File: src/rtl/swm_pkg.sv
// Shared types and constants for the sliding window maximum core.
`default_nettype none
package swm_pkg;

	localparam int DATA_W         = 32;
	localparam int WS_W           = 6;
	localparam int MAX_WINDOW_DEF = 32;

	typedef logic signed [DATA_W-1:0] sample_t;
	typedef logic [WS_W-1:0]          ws_t;

	localparam ws_t     WS_RESET   = 6'd3;
	// neutral element for a signed max
	localparam sample_t SAMPLE_MIN = {1'b1, {(DATA_W-1){1'b0}}};

	typedef struct packed {
		logic load;
		logic produce;
	} tree_ctl_t;

	typedef struct packed {
		logic done;
		logic produce;
	} tree_sts_t;

endpackage
`default_nettype wire

File: src/rtl/swm_cell.sv
// One history cell: holds a sample, passes it on, masks it outside the window.
`default_nettype none
module swm_cell #(
	parameter int IDX = 0
) (
	input  wire                 clk,
	input  wire                 shift,
	input  swm_pkg::sample_t    d,
	input  swm_pkg::ws_t        window_size,
	output swm_pkg::sample_t    q,
	output swm_pkg::sample_t    lane
);
	import swm_pkg::*;

	sample_t data_q;

	always_ff @(posedge clk) begin
		if (shift) begin
			data_q <= d;
		end
	end

	assign q    = data_q;
	assign lane = (32'(IDX) < 32'(window_size)) ? data_q : SAMPLE_MIN;

endmodule
`default_nettype wire

File: src/rtl/swm_max_tree.sv
// Registered binary tree of signed max nodes over the masked cell values.
`default_nettype none
module swm_max_tree #(
	parameter int LEAVES = 32
) (
	input  wire                 clk,
	input  wire                 arst_n,
	input  swm_pkg::tree_ctl_t  ctl,
	input  swm_pkg::sample_t    leaf_d [LEAVES],
	output swm_pkg::tree_sts_t  sts,
	output swm_pkg::sample_t    max_val
);
	import swm_pkg::*;

	localparam int LEVELS = $clog2(LEAVES);
	localparam int NODES  = 2 * LEAVES - 1;

	// heap layout: node 0 is the root, leaves at LEAVES-1 .. NODES-1
	sample_t              node_q [NODES];
	logic    [LEVELS:0]   vld_q;
	logic                 prod_q;

	genvar i;
	generate
		for (i = 0; i < NODES; i++) begin : g_node
			localparam int DEPTH = $clog2(i + 2) - 1;
			if (i >= LEAVES - 1) begin : g_leaf
				always_ff @(posedge clk) begin
					if (ctl.load) begin
						node_q[i] <= leaf_d[i - (LEAVES - 1)];
					end
				end
			end else begin : g_inner
				always_ff @(posedge clk) begin
					if (vld_q[LEVELS - DEPTH - 1]) begin
						node_q[i] <= (node_q[2*i+1] < node_q[2*i+2]) ?
							node_q[2*i+2] : node_q[2*i+1];
					end
				end
			end
		end
	endgenerate

	always_ff @(posedge clk or negedge arst_n) begin
		if (!arst_n) begin
			vld_q  <= '0;
			prod_q <= 1'b0;
		end else begin
			vld_q <= {vld_q[LEVELS:0] << 1} | {{LEVELS{1'b0}}, ctl.load};
			if (ctl.load) begin
				prod_q <= ctl.produce;
			end
		end
	end

	assign sts.done    = vld_q[LEVELS];
	assign sts.produce = prod_q;
	assign max_val     = node_q[0];

endmodule
`default_nettype wire

File: src/rtl/sliding_window_maximum_core.sv
// Sliding window maximum: shift chain of cells feeding a registered max tree.
//
// Input words arrive on s_tvalid/s_tready: s_tdata carries a signed sample,
// s_tuser flags the first sample of a new array (the fill count restarts).
// Each accepted word shifts into the cell chain. Once window_size samples of
// the current array are held, the word yields the signed maximum of the
// latest window_size samples on m_tdata; before that, or with window_size 0
// or above MAX_WINDOW, it yields nothing.
// An accepted word shifts into the cells, loads the tree leaves, passes the
// LEVELS levels of the compare tree (clog2 of MAX_WINDOW rounded up to a
// power of two); a produced maximum is registered onto m_tdata. One word is
// in flight at a time; the next is taken once the tree is done with it and
// any result sits in the output register, waiting for the receiver. If it
// stalls, the next result holds in the tree root and input stalls until the
// output register frees. Reset clears the fill count, sets window_size to 3
// and empties the output. Users write window_size through cfg_we/cfg_wdata
// only while no word is in flight; the core does not enforce this.
`default_nettype none
module sliding_window_maximum_core #(
	parameter int MAX_WINDOW = swm_pkg::MAX_WINDOW_DEF
) (
	input  wire                 clk,
	input  wire                 arst_n,
	input  wire                 s_tvalid,
	output logic                s_tready,
	input  swm_pkg::sample_t    s_tdata,   // [31:0] sample
	input  wire                 s_tuser,   // [0] start_of_array
	output logic                m_tvalid,
	input  wire                 m_tready,
	output swm_pkg::sample_t    m_tdata,   // [31:0] window_max
	input  wire                 cfg_we,
	input  swm_pkg::ws_t        cfg_wdata
);
	import swm_pkg::*;

	localparam int LEAVES = 1 << $clog2(MAX_WINDOW);
	localparam int FW     = $clog2(MAX_WINDOW + 1);

	ws_t           window_size_q;
	logic [FW-1:0] fill_q;
	logic [FW-1:0] fill_base;
	logic [FW-1:0] fill_nx;
	logic          produce;
	logic          accept;
	logic          busy_q;
	logic          ld_q;
	logic          prod_q;
	logic          pend_q;
	logic          out_free;
	logic          xfer;
	logic          m_tvalid_q;
	sample_t       m_tdata_q;
	sample_t       max_val;
	tree_ctl_t     tctl;
	tree_sts_t     tsts;

	sample_t       chain_q [MAX_WINDOW];
	sample_t       leaf_d  [LEAVES];

	assign accept = s_tvalid && s_tready;
	assign s_tready = !busy_q;

	genvar i;
	generate
		for (i = 0; i < MAX_WINDOW; i++) begin : g_cell
			swm_cell #(.IDX(i)) u_cell (
				.clk         (clk),
				.shift       (accept),
				.d           ((i == 0) ? s_tdata : chain_q[(i == 0) ? 0 : i - 1]),
				.window_size (window_size_q),
				.q           (chain_q[i]),
				.lane        (leaf_d[i])
			);
		end
		for (i = MAX_WINDOW; i < LEAVES; i++) begin : g_pad
			assign leaf_d[i] = SAMPLE_MIN;
		end
	endgenerate

	always_comb begin
		fill_base = s_tuser ? '0 : fill_q;
		fill_nx   = (fill_base == FW'(MAX_WINDOW)) ? fill_base : fill_base + 1'b1;
		produce   = (window_size_q != '0) &&
		            (32'(window_size_q) <= 32'(MAX_WINDOW)) &&
		            (32'(fill_nx) >= 32'(window_size_q));
	end

	assign tctl.load    = ld_q;
	assign tctl.produce = prod_q;

	swm_max_tree #(.LEAVES(LEAVES)) u_tree (
		.clk     (clk),
		.arst_n  (arst_n),
		.ctl     (tctl),
		.leaf_d  (leaf_d),
		.sts     (tsts),
		.max_val (max_val)
	);

	assign out_free = !m_tvalid_q || m_tready;
	assign xfer     = ((tsts.done && tsts.produce) || pend_q) && out_free;

	always_ff @(posedge clk or negedge arst_n) begin
		if (!arst_n) begin
			window_size_q <= WS_RESET;
			fill_q        <= '0;
			busy_q        <= 1'b0;
			ld_q          <= 1'b0;
			prod_q        <= 1'b0;
			pend_q        <= 1'b0;
			m_tvalid_q    <= 1'b0;
		end else begin
			if (cfg_we) begin
				window_size_q <= cfg_wdata;
			end
			ld_q <= accept;
			if (accept) begin
				fill_q <= fill_nx;
				prod_q <= produce;
			end
			if (accept) begin
				busy_q <= 1'b1;
			end else if (xfer || (tsts.done && !tsts.produce)) begin
				busy_q <= 1'b0;
			end
			if (xfer) begin
				pend_q <= 1'b0;
			end else if (tsts.done && tsts.produce) begin
				pend_q <= 1'b1;
			end
			if (xfer) begin
				m_tvalid_q <= 1'b1;
			end else if (m_tready) begin
				m_tvalid_q <= 1'b0;
			end
		end
	end

	always_ff @(posedge clk) begin
		if (xfer) begin
			m_tdata_q <= max_val;
		end
	end

	assign m_tvalid = m_tvalid_q;
	assign m_tdata  = m_tdata_q;

	a_done_busy : assert property (@(posedge clk) disable iff (!arst_n)
		tsts.done |-> busy_q)
		else $error("tree finished with no word in flight");

	a_pend_busy : assert property (@(posedge clk) disable iff (!arst_n)
		pend_q |-> (busy_q && !s_tready))
		else $error("pending result while input open");

	a_accept_busy : assert property (@(posedge clk) disable iff (!arst_n)
		accept |=> (busy_q && ld_q))
		else $error("accepted word not launched");

	a_done_single : assert property (@(posedge clk) disable iff (!arst_n)
		tsts.done |-> !pend_q)
		else $error("tree result overwrote a pending result");

endmodule
`default_nettype wire
File: config.mk
export PLATFORM = sky130hd
export DESIGN_NAME = sliding_window_maximum_core
export DESIGN_NICKNAME = d
export VERILOG_FILES = /design/src/rtl/swm_pkg.sv /design/src/rtl/swm_cell.sv /design/src/rtl/swm_max_tree.sv /design/src/rtl/sliding_window_maximum_core.sv
export SDC_FILE = /design/constraint.sdc
export NUM_CORES = 2
export LEC_CHECK = 0
export BUFFER_PORTS_ARGS = -buffer_cell sky130_fd_sc_hd__buf_4
export CAP_MARGIN = 5
export CORE_MARGIN = 2
export CORE_UTILIZATION = 30
export DETAILED_ROUTE_END_ITERATION = 8
export PLACE_DENSITY = 0.55
export SLEW_MARGIN = 10
export SYNTH_ARGS = -nofsm -noshare
export SYNTH_HDL_FRONTEND = slang
export SYNTH_SLANG_ARGS = --single-unit
File: constraint.sdc
create_clock -name clk -period 23.3 [get_ports clk]
set_input_delay 0 -clock clk [delete_from_list [all_inputs] [get_ports clk]]
set_output_delay 0 -clock clk [all_outputs]
set_load 0.1 [all_outputs]
* After elaboration in Yosys (flattened, before gate mapping)
Memories as Yosys holds them, arrays and structs flattened. A register that Yosys moved wholly into a read port is not among the register bits. Index checks and enable logic that the tools add are counted.
Word-level totals: register bits 1048, bits in writable memories 2016, input bits 44, output and inout port bits 34, word-level logic and storage cells 209, memories kept 1
Memory list:
- u_tree.node_q | words 63, bits a word 32, rd ports 63, clocked after Yosys merged registers in 1, wr ports 63, line swm_max_tree.sv:19 | sample_t node_q [NODES];
Operators by class: $add $sub $neg 1, $lt $le $gt $ge 65, equal/unequal tests 1, muxes and demuxes 83, bitwise logic cells 1, reduce and logical (&&, ||, !) cells 16
Operator list (number):
- 32-bit two-way mux | 63
- 32-bit less-than comparator | 31
- 5-bit by 6-bit less-than comparator with 1-bit output, first input constant | 16
- 4-bit by 6-bit less-than comparator with 1-bit output, first input constant | 8
- 3-bit by 6-bit less-than comparator with 1-bit output, first input constant | 4
- 1-bit two-way mux | 18
- 1-bit by 6-bit less-than comparator with 1-bit output, first input constant | 2
- 2-bit by 6-bit less-than comparator with 1-bit output, first input constant | 2
- 6-bit two-way mux | 2
- 6-bit by 1-bit adder with 6-bit output, second input constant | 1
- 6-bit equality test, second input constant | 1
- 6-bit >= comparator | 1
- 6-bit less-or-equal comparator, second input constant | 1
- 1-bit logical AND | 6
- 6-bit by 1-bit OR with 6-bit output | 1
- 2-bit nonzero test | 3
- 6-bit nonzero test | 1
- 1-bit logical NOT | 3
- 1-bit logical OR | 3

* Depth between registers and ports, before layout
depth after elaboration 6, mapped depth 14, gate-level depth less buffers 14

* By module
From an unflattened synthesis, not the netlist that was laid out.
Second synthesis, totals: cell total of the unflattened synthesis 9153, area total of the unflattened synthesis 139697.7 um^2
Modules (own cells, without submodules):
- swm_max_tree | instances 1, cells an instance 6681, area an instance 96851.6 um^2, sequential area each 60713.2 um^2
- swm_cell (g_cell[0].u_cell ...) | instances 3, cells an instance 72, area an instance 1283.7 um^2, sequential area each 960.9 um^2
- swm_cell (g_cell[17].u_cell ...) | instances 2, cells an instance 72, area an instance 1227.4 um^2, sequential area each 960.9 um^2
- swm_cell (g_cell[23].u_cell ...) | instances 2, cells an instance 68, area an instance 1203.7 um^2, sequential area each 960.9 um^2
- sliding_window_maximum_core | instances 1, cells an instance 138, area an instance 1954.4 um^2, sequential area each 1388.8 um^2
- swm_cell (g_cell[30].u_cell) | instances 1, cells an instance 141, area an instance 1517.7 um^2, sequential area each 960.9 um^2
- swm_cell (g_cell[22].u_cell) | instances 1, cells an instance 72, area an instance 1445.1 um^2, sequential area each 960.9 um^2
- swm_cell (g_cell[14].u_cell) | instances 1, cells an instance 72, area an instance 1398.8 um^2, sequential area each 960.9 um^2
- swm_cell (g_cell[9].u_cell) | instances 1, cells an instance 72, area an instance 1393.8 um^2, sequential area each 960.9 um^2
- swm_cell (g_cell[20].u_cell) | instances 1, cells an instance 72, area an instance 1362.6 um^2, sequential area each 960.9 um^2
- swm_cell (g_cell[12].u_cell) | instances 1, cells an instance 72, area an instance 1335.0 um^2, sequential area each 960.9 um^2
- swm_cell (g_cell[26].u_cell) | instances 1, cells an instance 72, area an instance 1306.3 um^2, sequential area each 960.9 um^2
- swm_cell (g_cell[25].u_cell) | instances 1, cells an instance 72, area an instance 1298.7 um^2, sequential area each 960.9 um^2
- swm_cell (g_cell[4].u_cell) | instances 1, cells an instance 72, area an instance 1295.0 um^2, sequential area each 960.9 um^2
- 16 more rows

* Worst setup path after synthesis
No wires, ideal clock.
path kind register to register, start register ld_q, end register u_tree.prod_q, library setup time 0.175 ns, arrival 23.789 ns, required time 23.125 ns, path slack -0.664 ns, stages on the path, launching flop included 2, buffers on the path 0, clock period less this slack 23.964 ns, path through dfrtp_1 > mux2_2
RTL lines:
- start, declared | line sliding_window_maximum_core.sv:46 | logic ld_q;
- start signal, assigned | line sliding_window_maximum_core.sv:116 | ld_q <= accept;
- end signal, assigned | line swm_max_tree.sv:51 | prod_q <= ctl.produce;
- end, declared | line swm_max_tree.sv:21 | logic prod_q;
No word-level cell between the ends.

==> results.json <==
{
  "cp_top_family": "buffers and inverters",
  "vdd_drop_max_uv": 75.7,
  "p_leak_nw": 61.3,
  "p_per_area_nw_per_um2": 127,
  "post-route-util": 0.342,
  "fin_crit_sh": 0.199,
  "grt_first_pass_wirelength_um": 435000,
  "avgSynthCellArea_um2": 15.7,
  "postCtsSetupRepairBufs": 0,
  "vias": 69274,
  "routed_wl_um": 286000,
  "std_cell_rows": 251,
  "die_w_um": 688,
  "io_pins": 78,
  "seqPwrFrac": 0.449,
  "worstPathRequired_ns": 23.77,
  "dieArea_um2": 473000,
  "cts.path.max_buffers": 4,
  "hold_class": "input pin to async pin",
  "maxSlewHeadroom": 0.189,
  "synthesis.area_um2": 140000,
  "crit_path_end_kind": "flip-flop",
  "track_usage": 0.119,
  "p_comb_frac": 0.305,
  "cts.sinks": 3096,
  "cts_max_level": 5,
  "ys_seq_area_frac": 0.662,
  "synthArstFlopShare": 0.00775,
  "slew_viol_final": 0,
  "first_iter_violations": 4244,
  "drtPass1Iterations": 5,
  "hold_viol": 0,
  "via_per_inst": 4.40,
  "synth_cells": 8910,
  "layout-drive-gt1-share": 0.178,
  "crit_chain": "buf_4, buf_4, buf_12, buf_4",
  "initial_core_util": 0.301,
  "cts_hold_buffers": 83,
  "setup_viol": 0,
  "status": "complete, no violations",
  "worstSetupStartpointType": "flip-flop",
  "die_height_um": 688,
  "cp_slowest_cell": "dfrtp_4",
  "grt_max_degree": 162,
  "cp_max_fo": 161,
  "synth_edf_count": 3072,
  "grt_pass1_vias": 73437,
  "critPathArrivalTime_ns": 5.10,
  "drc_errors": 0,
  "synth_nets": 9923,
  "synth_ff_type": "edfxtp_1",
  "synth.most_common_cell": "edfxtp_1",
  "synth_seq_cells": 3096,
  "syn2layout_area_growth_pct": 13.6,
  "grt-ovfl-total": 0,
  "yosys.cell_types.count": 46,
  "routedWlPerCell_um": 18.2,
  "worstSetupPathType": "flip-flop to flip-flop",
  "insertion_delay_ns": 0.88,
  "worst-path-buf-inv": 4,
  "worst_pin_slew_ns": 1.21,
  "gp_congestion": 0.820,
  "clk_pin_slew_worst_paths_ns": 0.06,
  "skew_ns": 0.0716,
  "p_int_mw": 14.2,
  "rsz0062_at_grt": "no",
  "min_period_ns": 4.63,
  "synth_warnings": 0,
  "power_switching_mw": 6.11,
  "post_cts_resized": 0,
  "core_area_um2": 466000,
  "synthTopCellsByCount": "edfxtp_1, inv_1, ha_1",
  "synth_top_area_share": 0.658,
  "detail-route-antenna-nets": 0,
  "cts_tree": "done",
  "nFillCells": 44330,
  "sw_frac_of_total": 0.302,
  "yosys.area.top_type": "edfxtp_1",
  "cpMostUsedCell": "buf_4",
  "finalPower_mw": 20.3,
  "fin_nets": 10302,
  "numCtsBuffers": 320,
  "io_buffers": 77,
  "drv_cap": 0,
  "cts_root_buf": "clkbuf_16",
  "clkPwrFrac": 0.246,
  "netlist_top_cells_area": "edfxtp_1, mux2_4, ha_1, inv_1, nor2b_1",
  "dp_slack_ns": 18.60,
  "fmax_ghz": 0.216,
  "setup_slack_ns": 18.67,
  "setup-tns-final_ns": 0,
  "dp.final_hpwl_um": 203000,
  "antenna_found_initial": 16,
  "max_stage_delay_ns": 0.92,
  "hold_slack_ns": 0.140
}
-- cell usage in the layout (no fill, tap or decap), drive strengths merged, types with 93 or more instances in the layout --
cell    count
ha        969
a21oi     270
a211oi     93
o21ai     229
nand2     363
and2      496
edfxtp   3072
clkinv    118
nand3      96
buf       173
inv       983
nor2      201
clkbuf    392
mux2      968
nor2b     558
-- final cells by class --
class                           count  area (um2)  share of cell area
Clock buffer                      392        8530              0.0536
Tap cell                         6198        7750              0.0487
Multi-Input combinational cell   4643       42800               0.269
Timing Repair Buffer              255        2190              0.0138
Sequential cell                  3096       92900               0.583
Inverter                          973        3660              0.0230
Clock inverter                    171        1480             0.00926
Antenna cell                        1        2.50           0.0000157
-- per-stage QoR --
stage                     area [um2]  cells
after floorplan               140000   8910
after global placement        148000  15082
after detailed placement      148000  15082
after CTS                     159000  15728
after global routing          159000  15728
final                         159000  15729
-- state kept, by name, summed over array words and instances, names as in the netlist --
register and count:
g_cell.u_cell.q 1024, m_tdata 32, prod_q 1, busy_q 1, m_tvalid 1, ld_q 1
pend_q 1, fill_q 6, u_tree.vld_q 6, u_tree.prod_q 1, window_size_q 6, u_tree.node_q 2016
-- worst min-delay path, cell delays in order --
cell and delay [ns]:
dlygate4sd3_1 0.52, dlygate4sd3_1 0.55, buf_4 0.12, buf_12 0.18
-- worst paths after layout --
kind	slack (ns)	from	endpoint	cells past startpoint
worst max-delay path	18.67	ld_q$_DFF_PN0_	u_tree.node_q[32][25]$_SDFFCE_PP0P_	4
worst min-delay path	0.14	arst_n	m_tvalid$_DFFE_PN0P_	4
worst max register to register	18.67	ld_q$_DFF_PN0_	u_tree.node_q[32][25]$_SDFFCE_PP0P_	4
worst min register to register	0.40	g_cell[4].u_cell.q[10]$_DFFE_PP_	g_cell[5].u_cell.q[10]$_DFFE_PP_	0
max in group asynchronous	22.85	arst_n	window_size_q[0]$_DFFE_PN1P_	4
min in group clk	0.14	cfg_we	window_size_q[0]$_DFFE_PN1P_	3
-- logic make-up after synthesis --
group	share of synthesized area
compound gates	0.0339
simple gates	0.0763
buf+inv	0.0361
fa+ha+maj	0.0865
mux	0.101
flops	0.662
xor+xnor	0.00368
-- routing by layer --
metal,vias to the layer above,GRT usage,share of wire
met5,-,0,0.000046
met3,449,0.0173,0.036
met4,2,0.0351,0.030
met1,34515,0.150,0.44
li1,33332,-,-
met2,976,0.210,0.50
-- power groups by stage --
stage	combinational [mW]	clock [mW]	sequential [mW]
finish	6.18	4.99	9.09
global route	6.80	5.33	9.24
CTS	6.34	5.13	9.11
detailed placement	6.30	0	9.21
global placement	6.13	0	9.17
floorplan	4.72	0	9.59
Power figures use the tool's default switching activity.
